## src/rtl/core/bmfp_pkg.sv

```systemverilog
package bmfp_pkg;

  localparam int WINDOW    = 15;
  localparam int MAX_BURST = 5;

  localparam int T_W    = 63;                       // timestamp width
  localparam int P_W    = 32;                       // period width
  localparam int SLOT_W = $clog2(WINDOW);           // ring slot tag
  localparam int CNT_W  = $clog2(WINDOW + 1);       // fill count
  localparam int DIV_W  = $clog2(MAX_BURST + 2);    // burst_count + 1
  localparam int DIV_STEPS = P_W;
  localparam int STEP_W = $clog2(DIV_STEPS + 1);

  typedef struct packed {
    logic [2:0]     frame_index;
    logic [2:0]     burst_count;
    logic [T_W-1:0] timestamp;
    logic           pace;
  } in_t;

  typedef struct packed {
    logic           accepted;
    logic           wait_valid;
    logic [T_W-1:0] deadline;
    logic [P_W-1:0] median_period;
    logic [P_W-1:0] frame_interval;
  } out_t;

  typedef enum logic [1:0] {
    CELL_HOLD,
    CELL_DEL,
    CELL_INS
  } cell_op_e;

  // One sorted sample: its value and the ring slot it came from.
  typedef struct packed {
    logic [P_W-1:0]    val;
    logic [SLOT_W-1:0] slot;
  } cell_data_t;

  typedef struct packed {
    cell_op_e          op;
    cell_data_t        ins;
    logic [SLOT_W-1:0] del_slot;
  } cell_ctrl_t;

endpackage

```

## src/rtl/core/bmfp_cell.sv

```systemverilog
module bmfp_cell
  import bmfp_pkg::*;
(
  input  logic       clk_i,
  input  cell_ctrl_t ctrl_i,
  input  logic       occupied_i,
  input  cell_data_t left_i,
  input  cell_data_t right_i,
  input  logic       left_gt_i,
  input  logic       del_chain_i,
  output logic       gt_o,
  output logic       del_chain_o,
  output cell_data_t data_o
);

  cell_data_t data_q;
  logic       match;

  // Empty cells sort as larger than anything.
  assign gt_o        = !occupied_i || (data_q.val > ctrl_i.ins.val);
  assign match       = occupied_i && (data_q.slot == ctrl_i.del_slot);
  assign del_chain_o = del_chain_i || match;
  assign data_o      = data_q;

  always_ff @(posedge clk_i) begin
    case (ctrl_i.op)
      CELL_DEL: begin
        // close the gap left by the removed sample
        if (del_chain_o) begin
          data_q <= right_i;
        end
      end
      CELL_INS: begin
        if (gt_o) begin
          data_q <= left_gt_i ? left_i : ctrl_i.ins;
        end
      end
      default: begin
      end
    endcase
  end

endmodule

```

## src/rtl/core/bmfp_div.sv

```systemverilog
module bmfp_div
  import bmfp_pkg::*;
(
  input  logic             clk_i,
  input  logic             rst_ni,
  input  logic             start_i,
  input  logic [P_W-1:0]   dividend_i,
  input  logic [DIV_W-1:0] divisor_i,
  output logic             done_o,
  output logic [P_W-1:0]   quotient_o
);

  logic [DIV_W-1:0]  rem_q;
  logic [DIV_W-1:0]  dsr_q;
  logic [P_W-1:0]    quo_q;
  logic [STEP_W-1:0] cnt_q;
  logic              busy_q;
  logic              done_q;
  logic [DIV_W:0]    trial;
  logic [DIV_W:0]    diff;
  logic              fits;

  assign trial = {rem_q, quo_q[P_W-1]};
  assign fits  = trial >= {1'b0, dsr_q};
  assign diff  = trial - {1'b0, dsr_q};

  always_ff @(posedge clk_i or negedge rst_ni) begin
    if (!rst_ni) begin
      busy_q <= 1'b0;
      done_q <= 1'b0;
      cnt_q  <= '0;
      rem_q  <= '0;
      dsr_q  <= '0;
      quo_q  <= '0;
    end else begin
      done_q <= 1'b0;
      if (start_i) begin
        busy_q <= 1'b1;
        cnt_q  <= STEP_W'(DIV_STEPS);
        rem_q  <= '0;
        dsr_q  <= divisor_i;
        quo_q  <= dividend_i;
      end else if (busy_q) begin
        // one quotient bit per cycle, restoring
        rem_q <= fits ? diff[DIV_W-1:0] : trial[DIV_W-1:0];
        quo_q <= {quo_q[P_W-2:0], fits};
        cnt_q <= cnt_q - 1'b1;
        if (cnt_q == STEP_W'(1)) begin
          busy_q <= 1'b0;
          done_q <= 1'b1;
        end
      end
    end
  end

  assign done_o     = done_q;
  assign quotient_o = quo_q;

  assert property (@(posedge clk_i) disable iff (!rst_ni)
    done_q |-> !busy_q)
    else $error("divider done while still busy");

  assert property (@(posedge clk_i) disable iff (!rst_ni)
    busy_q |-> cnt_q != '0)
    else $error("divider busy with no steps left");

  assert property (@(posedge clk_i) disable iff (!rst_ni)
    busy_q && !start_i |-> rem_q < dsr_q)
    else $error("divider remainder not below divisor");

endmodule

```

## src/rtl/core/burst_median_frame_pacer.sv

```systemverilog
// Burst median frame pacer.
// Input channel (in_valid_i/in_ready_o/in_data_i) takes one frame event per
// transaction; output channel (out_valid_o/out_ready_i/out_data_o) returns
// exactly one result per event, in order.
// Events are handled one at a time. A rejected event goes from the check
// straight to the result load, a later frame of a burst through the pacing
// step, and a paced one also through the deadline cap. For the first frame
// of a burst the period sample, if there is one, is inserted into a sorted
// row of 15 cells (after the oldest is removed when the row is full), the
// median is read from the middle cell, and a 32-step bit-serial divider
// makes the frame interval; the divider is the longest step. The input is
// ready again in the cycle after a result is loaded, blocked until then.
// The result sits in an output register, so a new event is taken while the
// previous result still waits. If the receiver stalls, the finished result
// of the next event holds internally and no further event is accepted until
// the output register frees up.
// Reset clears the fill count, ring position, last burst time, period,
// interval and deadline; the cell contents need no reset since only filled
// cells are read.
module burst_median_frame_pacer
  import bmfp_pkg::*;
(
  input  logic clk_i,
  input  logic rst_ni,
  input  logic in_valid_i,
  output logic in_ready_o,
  input  in_t  in_data_i,
  output logic out_valid_o,
  input  logic out_ready_i,
  output out_t out_data_o
);

  typedef enum logic [3:0] {
    ST_IDLE,
    ST_CHECK,
    ST_DEL,
    ST_INS,
    ST_MED,
    ST_DIV_START,
    ST_DIV_WAIT,
    ST_PACE,
    ST_CAP,
    ST_FIN
  } state_e;

  state_e            state_q;
  in_t               item_q;
  logic              ok_q;
  logic              wait_q;
  logic [T_W-1:0]    dl_q;
  logic [CNT_W-1:0]  fill_q;
  logic [SLOT_W-1:0] wpos_q;
  logic [T_W-1:0]    last_q;
  logic [P_W-1:0]    period_q;
  logic [P_W-1:0]    interval_q;
  logic [T_W-1:0]    target_q;
  logic [P_W-1:0]    sample_q;
  logic [T_W-1:0]    sum_q;
  logic [T_W-1:0]    cap_q;
  out_t              out_q;
  logic              out_valid_q;

  logic              ok;
  logic              first;
  logic [T_W-1:0]    diff;
  logic [P_W-1:0]    diff_sat;
  logic [T_W-1:0]    base;
  logic [T_W:0]      sum_raw;
  logic [T_W:0]      cap_raw;
  logic              div_start;
  logic              div_done;
  logic [P_W-1:0]    div_quo;
  logic              out_free;

  cell_ctrl_t        ctrl;
  cell_data_t        cell_val [WINDOW];
  logic              gt       [WINDOW];
  logic              del_ch   [WINDOW];
  cell_data_t        med_cell;

  assign ok = (item_q.burst_count >= 3'd2)
           && (item_q.burst_count <= 3'(MAX_BURST))
           && (item_q.frame_index >= 3'd1)
           && (item_q.frame_index <= item_q.burst_count);
  assign first = (item_q.frame_index == 3'd1);

  assign diff     = item_q.timestamp - last_q;
  assign diff_sat = (diff[T_W-1:P_W] != '0) ? '1 : diff[P_W-1:0];

  assign base    = first ? item_q.timestamp : target_q;
  assign sum_raw = {1'b0, base} + {{(T_W + 1 - P_W){1'b0}}, interval_q};
  assign cap_raw = {1'b0, item_q.timestamp} + {{(T_W + 1 - P_W){1'b0}}, period_q};

  // Sorted sample row.
  always_comb begin
    ctrl.op           = CELL_HOLD;
    ctrl.ins.val      = sample_q;
    ctrl.ins.slot     = wpos_q;
    ctrl.del_slot     = wpos_q;
    if (state_q == ST_DEL) begin
      ctrl.op = CELL_DEL;
    end else if (state_q == ST_INS) begin
      ctrl.op = CELL_INS;
    end
  end

  for (genvar i = 0; i < WINDOW; i++) begin : g_cell
    cell_data_t left_d;
    cell_data_t right_d;
    logic       left_gt;
    logic       del_in;

    if (i == 0) begin : g_first
      assign left_d  = '0;
      assign left_gt = 1'b0;
      assign del_in  = 1'b0;
    end else begin : g_mid
      assign left_d  = cell_val[i-1];
      assign left_gt = gt[i-1];
      assign del_in  = del_ch[i-1];
    end

    if (i == WINDOW - 1) begin : g_last
      assign right_d = '0;
    end else begin : g_next
      assign right_d = cell_val[i+1];
    end

    bmfp_cell u_cell (
      .clk_i       (clk_i),
      .ctrl_i      (ctrl),
      .occupied_i  (CNT_W'(i) < fill_q),
      .left_i      (left_d),
      .right_i     (right_d),
      .left_gt_i   (left_gt),
      .del_chain_i (del_in),
      .gt_o        (gt[i]),
      .del_chain_o (del_ch[i]),
      .data_o      (cell_val[i])
    );
  end

  assign med_cell = cell_val[SLOT_W'(fill_q >> 1)];

  assign div_start = (state_q == ST_DIV_START);

  bmfp_div u_div (
    .clk_i      (clk_i),
    .rst_ni     (rst_ni),
    .start_i    (div_start),
    .dividend_i (period_q),
    .divisor_i  (DIV_W'(item_q.burst_count) + DIV_W'(1)),
    .done_o     (div_done),
    .quotient_o (div_quo)
  );

  assign out_free = !out_valid_q || out_ready_i;

  always_ff @(posedge clk_i or negedge rst_ni) begin
    if (!rst_ni) begin
      state_q     <= ST_IDLE;
      item_q      <= '0;
      ok_q        <= 1'b0;
      wait_q      <= 1'b0;
      dl_q        <= '0;
      fill_q      <= '0;
      wpos_q      <= '0;
      last_q      <= '0;
      period_q    <= '0;
      interval_q  <= '0;
      target_q    <= '0;
      sample_q    <= '0;
      sum_q       <= '0;
      cap_q       <= '0;
      out_q       <= '0;
      out_valid_q <= 1'b0;
    end else begin
      // in ST_FIN the load below decides valid
      if (out_valid_q && out_ready_i && state_q != ST_FIN) begin
        out_valid_q <= 1'b0;
      end
      unique case (state_q)
        ST_IDLE: begin
          if (in_valid_i) begin
            item_q  <= in_data_i;
            state_q <= ST_CHECK;
          end
        end
        ST_CHECK: begin
          ok_q   <= ok;
          wait_q <= 1'b0;
          dl_q   <= '0;
          if (!ok) begin
            state_q <= ST_FIN;
          end else if (first) begin
            last_q <= item_q.timestamp;
            if (last_q != '0 && item_q.timestamp > last_q) begin
              sample_q <= diff_sat;
              state_q  <= (fill_q == CNT_W'(WINDOW)) ? ST_DEL : ST_INS;
            end else begin
              state_q <= ST_DIV_START;
            end
          end else begin
            state_q <= ST_PACE;
          end
        end
        ST_DEL: begin
          // drop the oldest sample before inserting the new one
          fill_q  <= fill_q - 1'b1;
          state_q <= ST_INS;
        end
        ST_INS: begin
          fill_q  <= fill_q + 1'b1;
          wpos_q  <= (wpos_q == SLOT_W'(WINDOW - 1)) ? '0 : wpos_q + 1'b1;
          state_q <= ST_MED;
        end
        ST_MED: begin
          period_q <= med_cell.val;
          state_q  <= ST_DIV_START;
        end
        ST_DIV_START: begin
          state_q <= ST_DIV_WAIT;
        end
        ST_DIV_WAIT: begin
          if (div_done) begin
            interval_q <= div_quo;
            state_q    <= ST_PACE;
          end
        end
        ST_PACE: begin
          if (item_q.pace && interval_q != '0) begin
            sum_q   <= sum_raw[T_W] ? '1 : sum_raw[T_W-1:0];
            cap_q   <= cap_raw[T_W] ? '1 : cap_raw[T_W-1:0];
            state_q <= ST_CAP;
          end else begin
            state_q <= ST_FIN;
          end
        end
        ST_CAP: begin
          target_q <= (sum_q > cap_q) ? cap_q : sum_q;
          dl_q     <= (sum_q > cap_q) ? cap_q : sum_q;
          wait_q   <= 1'b1;
          state_q  <= ST_FIN;
        end
        ST_FIN: begin
          if (out_free) begin
            out_q.accepted       <= ok_q;
            out_q.wait_valid     <= wait_q;
            out_q.deadline       <= dl_q;
            out_q.median_period  <= period_q;
            out_q.frame_interval <= interval_q;
            out_valid_q          <= 1'b1;
            state_q              <= ST_IDLE;
          end
        end
        default: begin
          state_q <= ST_IDLE;
        end
      endcase
    end
  end

  assign in_ready_o  = (state_q == ST_IDLE);
  assign out_valid_o = out_valid_q;
  assign out_data_o  = out_q;

  assert property (@(posedge clk_i) disable iff (!rst_ni)
    fill_q <= CNT_W'(WINDOW))
    else $error("sample count above window size");

  assert property (@(posedge clk_i) disable iff (!rst_ni)
    out_valid_q && out_q.wait_valid |-> out_q.deadline != '0)
    else $error("paced result with zero deadline");

  assert property (@(posedge clk_i) disable iff (!rst_ni)
    out_valid_q && !out_q.accepted |-> !out_q.wait_valid && out_q.deadline == '0)
    else $error("rejected transaction carries a deadline");

  assert property (@(posedge clk_i) disable iff (!rst_ni)
    state_q == ST_IDLE |-> interval_q <= period_q)
    else $error("frame interval above median period");

  assert property (@(posedge clk_i) disable iff (!rst_ni)
    state_q == ST_INS |-> fill_q < CNT_W'(WINDOW))
    else $error("insert into a full sample row");

endmodule
```

## config.mk

```make
export PLATFORM = sky130hd
export DESIGN_NAME = burst_median_frame_pacer
export DESIGN_NICKNAME = d
export VERILOG_FILES = /design/src/rtl/core/bmfp_pkg.sv /design/src/rtl/core/bmfp_cell.sv /design/src/rtl/core/bmfp_div.sv /design/src/rtl/core/burst_median_frame_pacer.sv
export SDC_FILE = /design/constraint.sdc
export NUM_CORES = 2
export LEC_CHECK = 0
export BUFFER_PORTS_ARGS = -buffer_cell sky130_fd_sc_hd__buf_2
export CAP_MARGIN = 20
export CORE_UTILIZATION = 35
export DETAILED_ROUTE_END_ITERATION = 10
export GPL_TIMING_DRIVEN = 0
export PLACE_DENSITY = 0.57
export SYNTH_ARGS = -nofsm -noshare
export SYNTH_HDL_FRONTEND = slang
export SYNTH_HIERARCHICAL = 1
export SYNTH_SLANG_ARGS = --single-unit
```

## constraint.sdc

```tcl
create_clock -name clk_i -period 14.8 [get_ports clk_i]
set_input_delay 0.74 -clock clk_i [delete_from_list [all_inputs] [get_ports clk_i]]
set_output_delay 0.74 -clock clk_i [all_outputs]
set_load 0.01 [all_outputs]
```

# Yosys cells after proc, flatten, opt, wreduce, memory -nomap -nowiden
# Cells that the tools add are included.
totals:
  output_inout_bits: 131
  in_bits: 74
  register_bits: 1211
  elab_cells: 367
classes:
  reduce_logical: 98
  mux: 98
  bitwise: 1
  magnitude_cmp: 38
  eq_ne: 64
  addsub: 9
op_table:
  columns: ["cell", "count"]
  rows:
  - ["$mux W36", 46]
  - ["$pmux W36 S2", 15]
  - ["$gt A32 B32 Y1", 15]
  - ["$mux W63", 4]
  - ["$bmux W36 S4", 1]
  - ["$add A63 B32 Y64", 2]
  - ["$gt A63 B63 Y1", 2]
  - ["$pmux W63 S2", 1]
  - ["$mux W32", 3]
  - ["$reduce_bool A63 Y1", 1]
  - ["$sub A63 B63 Y63", 1]
  - ["$ne A2 B1 Y1 const B", 31]
  - ["$eq A4 B4 Y1", 15]
  - ["$reduce_and A3 Y1", 17]
  - ["$pmux W4 S10", 1]
  - ["$reduce_bool A32 Y1", 1]
  - ["$reduce_bool A31 Y1", 1]
  - ["$logic_or A1 B1 Y1", 30]
  - ["$lt A4 B4 Y1 const A", 7]
  - ["$mux W4", 6]
  - ["$logic_and A1 B1 Y1", 22]
  - ["$eq A4 B3 Y1 const B", 4]
  - ["$eq A4 B4 Y1 const B", 4]
  - ["$logic_not A1 Y1", 16]
  - ["other kinds (33)", 62]

# Longest topological paths before layout
depth:
  depth_word: 18
  mapped_depth: 23
  depth_no_buf: 20

# Cells and area by module
# The synthesis kept the hierarchy.
by_module_without_submodules:
  columns: ["module", "instances", "seq_area_each_um2", "cells_per_inst", "area_each_um2"]
  rows:
  - ["bmfp_cell", 15, 1081.0, 281, 2738.9]
  - ["burst_median_frame_pacer", 1, 15640.0, 3700, 36789.0]
  - ["bmfp_div", 1, 1151.1, 212, 2195.9]

# Worst setup path after synthesis
# No wires, ideal clock.
synth_path:
  path_kind: "register to register"
  startpoint: "reg wpos_q[3]"
  endpoint: "reg g_cell[14].u_cell.data_q, in the netlist g_cell[14].u_cell/data_o[0] (enable)"
  stages_incl_launch_ff: 20
  n_path_buf: 0
  period_less_slack_ps: 5362
  arrival_ps: 4949
  setup_ps: 413
  required_time_ps: 14387
  path_slack_ps: 9438
  cell_sequence: "dfrtp_1 -> xor2_1 -> nor3_1 -> a31o_2 -> a31o_2 -> a31o_2 -> a31o_2 -> a31o_2 -> a31o_2 -> a31o_2 -> a31o_2 -> a31o_2 -> a31o_2 -> a31o_2 -> a31o_2 -> a31o_2 -> a31o_2 -> a31o_2 -> nand3b_1 -> o31ai_2"
synth_rtl:
  columns: ["element", "line", "source"]
  rows:
  - ["from (decl)", "burst_median_frame_pacer.sv:52", "logic [SLOT_W-1:0] wpos_q;"]
  - ["from (signal assigned)", "burst_median_frame_pacer.sv:214", "wpos_q <= (wpos_q == SLOT_W'(WINDOW - 1)) ? '0 : wpos_q + 1'b1;"]
  - ["to (signal assigned)", "bmfp_cell.sv:30", "data_q <= right_i;"]
  - ["to (signal assigned)", "bmfp_cell.sv:35", "data_q <= left_gt_i ? left_i : ctrl_i.ins;"]
  - ["to (decl)", "bmfp_cell.sv:16", "cell_data_t data_q;"]

# Final worst setup path
layout_path:
  startpoint: "reg item_q[67] in the netlist's numbering"
  endpoint: "reg sum_q[47]"
layout_between:
  elab_chain_cells: 4
layout_lines:
  columns: ["element", "line", "source"]
  rows:
  - ["from (decl)", "burst_median_frame_pacer.sv:47", "in_t item_q;"]
  - ["from (signal assigned)", "burst_median_frame_pacer.sv:185", "item_q <= in_data_i;"]
  - ["$eq A3 B1 Y1", "burst_median_frame_pacer.sv:85", "assign first = (item_q.frame_index == 3'd1);"]
  - ["$mux W63", "burst_median_frame_pacer.sv:90", "assign base = first ? item_q.timestamp : target_q;"]
  - ["$add A63 B32 Y64", "burst_median_frame_pacer.sv:91", "assign sum_raw = {1'b0, base} + {{(T_W + 1 - P_W){1'b0}}, interval_q};"]
  - ["$mux W63", "burst_median_frame_pacer.sv:232", "sum_q <= sum_raw[T_W] ? '1 : sum_raw[T_W-1:0];"]
  - ["to (signal assigned)", "burst_median_frame_pacer.sv:232", null]
  - ["to (decl)", "burst_median_frame_pacer.sv:58", "logic [T_W-1:0] sum_q;"]
# No other way between the ends.
# A chain may end at the register's enable or synchronous reset.

==> impl_metrics.csv <==
group,metric,value,unit
sta,clock.fmax,128,MHz
sta,finalHoldViolations,0,
place,dp_hpwl,220000,µm
sta,rsz0062_at_grt,"false",
worst_setup_path,crit_path_cell_trace,"or3b_1, buf_4, buf_2, buf_2, buf_2, clkbuf_1, buf_1, nand2_1, nand2_1, ha_1, a21o_1, a21o_1, a221oi_1, o21ai_0, a311o_1, nand4_1, a311oi_1, a21oi_2, nor3_2, nor2_1, clkbuf_1, a21oi_1",
sta,fin_ws,7010,ps
worst_setup_path,crit_buf_inv,7,
worst_setup_path,cp_slowest_cell,"nor2_1",
sta,final.setup_skew,48.3,ps
place,port_buffers,204,
worst_setup_path,arrival,8450,ps
synth,ys_warn_count,6,
status,status,"finished clean",
drt,drc,0,
clock_tree,root_buffer,"clkbuf_16",
die,die_h,480,µm
die,start_util,0.352,
sta,whs,145,ps
sta,maxSlewViolCount,0,
sta,relSlewSlack,0.264,
global_route,grt_usage,0.239,
synth,netlist_instances,8126,
layout,drive_gt1_frac,0.133,
min_path,hold_class,"primary input to register",
sta,finalCritPeriodShare,0.527,
die,fp.dieW,480,µm
pwr,p_leak,0.0416,µW
place,pre_cts_ws,7090,ps
layout,fill_cells,22200,
drt,wl,282000,µm
run,maxCapViolCount,0,
worst_setup_path,start_kind,"register",
global_route,grt_start_max_net_pins,119,
clock_tree,insertion_delay,830,ps
place,dp.cells,11500,
drt,drt_pre_antenna_iters,8,
drt,wl_per_cell,23.9,µm
clock_tree,clkTransAtPathRegs,70,ps
clock_tree,cts_max_level,4,
sta,period_needed,7790,ps
global_route,grt-ovfl-total,0,
layout,instances_no_fill,11800,
pwr,p_total,22300,µW
layout,fin_util,0.404,
pwr,power_per_cell_area,242,mW/mm²
global_route,grt_pass1_vias,65900,
die,io_pins,205,
clock_tree,post-cts-setup-buffer-count,0,
drt,drt-vias-per-instance,5.60,
global_route,antenna_found_initial,10,
clock_tree,cts_resized,0,
sta,worst_pin_slew,1100,ps
sta,finalSetupViolations,0,
die,num_rows,175,
synth,synth_area,0.0801,mm²
clock_tree,numCtsBuffers,148,
global_route,grt_pass1_wl,419000,µm
die,die_area,0.231,mm²
worst_setup_path,cp_common_cell,"buf_2",
worst_setup_path,max_stage_delay,840,ps
worst_setup_path,crit_type,"register to register",
layout,areaGrowthSynthToFinish,14.7,%
die,core,0.227,mm²
drt,ant_nets,0,
worst_setup_path,cp.required,15460,ps
drt,via_count,65900,
synth,synth.avg_cell_area,9.85,µm²
pwr,max-vdd-ir-drop,0.289,mV
place,place_congestion,0.938,
clock_tree,cts_sinks,1211,
worst_setup_path,path_max_fanout,10,
drt,drt-initial-drc-count,6023,
layout,nNetsFinal,9392,
worst_setup_path,path_delay_family,"buffers and inverters",
worst_setup_path,cp-end-kind,"register",
clock_tree,cts_tree,"yes",
clock_tree,clockBufferDepth,3,
clock_tree,ctsHoldBuffers,1,
-- flip-flops by register name, indices dropped and copies added, names as in the netlist, 4 cells and up --
signal	flops
u_div/quotient_o	32
cap_q	63
last_q	63
target_q	63
sum_q	63
interval_q	32
state_q	4
sample_q	32
dl_q	63
g_cell.u_cell/data_o	540
u_div/cnt_q	6
wpos_q	4
period_q	32
out_data_o	129
fill_q	4
item_q	70
-- worst reg2reg max path: stages (launching register included) --
cell,delay [ps]
dfrtp_1,400
or3b_1,200
buf_4,210
buf_2,390
buf_2,430
buf_2,400
clkbuf_1,640
buf_1,520
nand2_1,120
nand2_1,90
ha_1,260
a21o_1,190
a21o_1,200
a221oi_1,350
o21ai_0,200
a311o_1,410
nand4_1,180
a311oi_1,180
a21oi_2,440
nor3_2,160
nor2_1,840
clkbuf_1,660
a21oi_1,160
-- where the power goes --
| group | total (µW) | switching (µW) | internal (µW) |
|---|---|---|---|
| sequential | 6340 | 1540 | 4800 |
| clock | 3740 | 1580 | 2160 |
| combinational | 12200 | 7430 | 4750 |
-- cell type report --
class | instances | area (µm²) | share of cell area
clock inverters | 72 | 836 | 0.00910
flip-flops and latches | 1211 | 33000 | 0.360
inverters | 670 | 2510 | 0.0274
clock buffers | 197 | 4100 | 0.0446
plain buffers | 382 | 1750 | 0.0190
multi-input cells | 5936 | 43200 | 0.471
well taps | 3009 | 3760 | 0.0410
diodes | 4 | 10.0 | 0.000109
repair buffers | 281 | 2600 | 0.0283
-- per-stage QoR --
stage | area [µm²] | TNS, ps
2_1_floorplan | 80300 | 0
3_3_place_gp | 85100 | -859370
3_5_place_dp | 86800 | 0
4_1_cts | 91800 | 0
5_1_grt | 91800 | 0
6_report | 91800 | 0
-- layer usage --
metal  part of all wire  track usage  vias to the layer above
met4              0.040       0.0924                        0
met5                  0            0                        -
li1                   -            -                    30200
met1               0.44        0.321                    32800
met2               0.46        0.389                     2370
met3              0.063       0.0318                      504
-- path summary, 6_finish.rpt --
kind / from / endpoint / slack [ps] / cells after the start
max in group asynchronous: rst_ni / wpos_q[3] / 11720 / 6
min reg2reg: dl_q[53] / dl_q[53] / 480 / 2
min in group asynchronous: rst_ni / cap_q[47] / 570 / 2
max: item_q[67] / sum_q[47] / 7010 / 22
max reg2reg: item_q[67] / sum_q[47] / 7010 / 22
min: in_data_i[49] / item_q[49] / 150 / 2
-- cells in the final DEF (no fill, tap or decap), types with 74 or more instances in the layout --
cell type and count:
edfxtp_1 540, mux2i_1 698, nor2_1 272, clkbuf_1 271, dfrtp_1 646, a21oi_1 411, nand3_1 95, o21ai_0 923
xnor2_1 98, ha_1 684, xor2_1 117, buf_2 284, clkbuf_16 149, conb_1 74, a21o_1 107, mux2_2 237
nor3_1 80, nand2_1 1156, nand4_1 143, inv_1 669
Note: power is estimated with default switching activity, not from simulation.
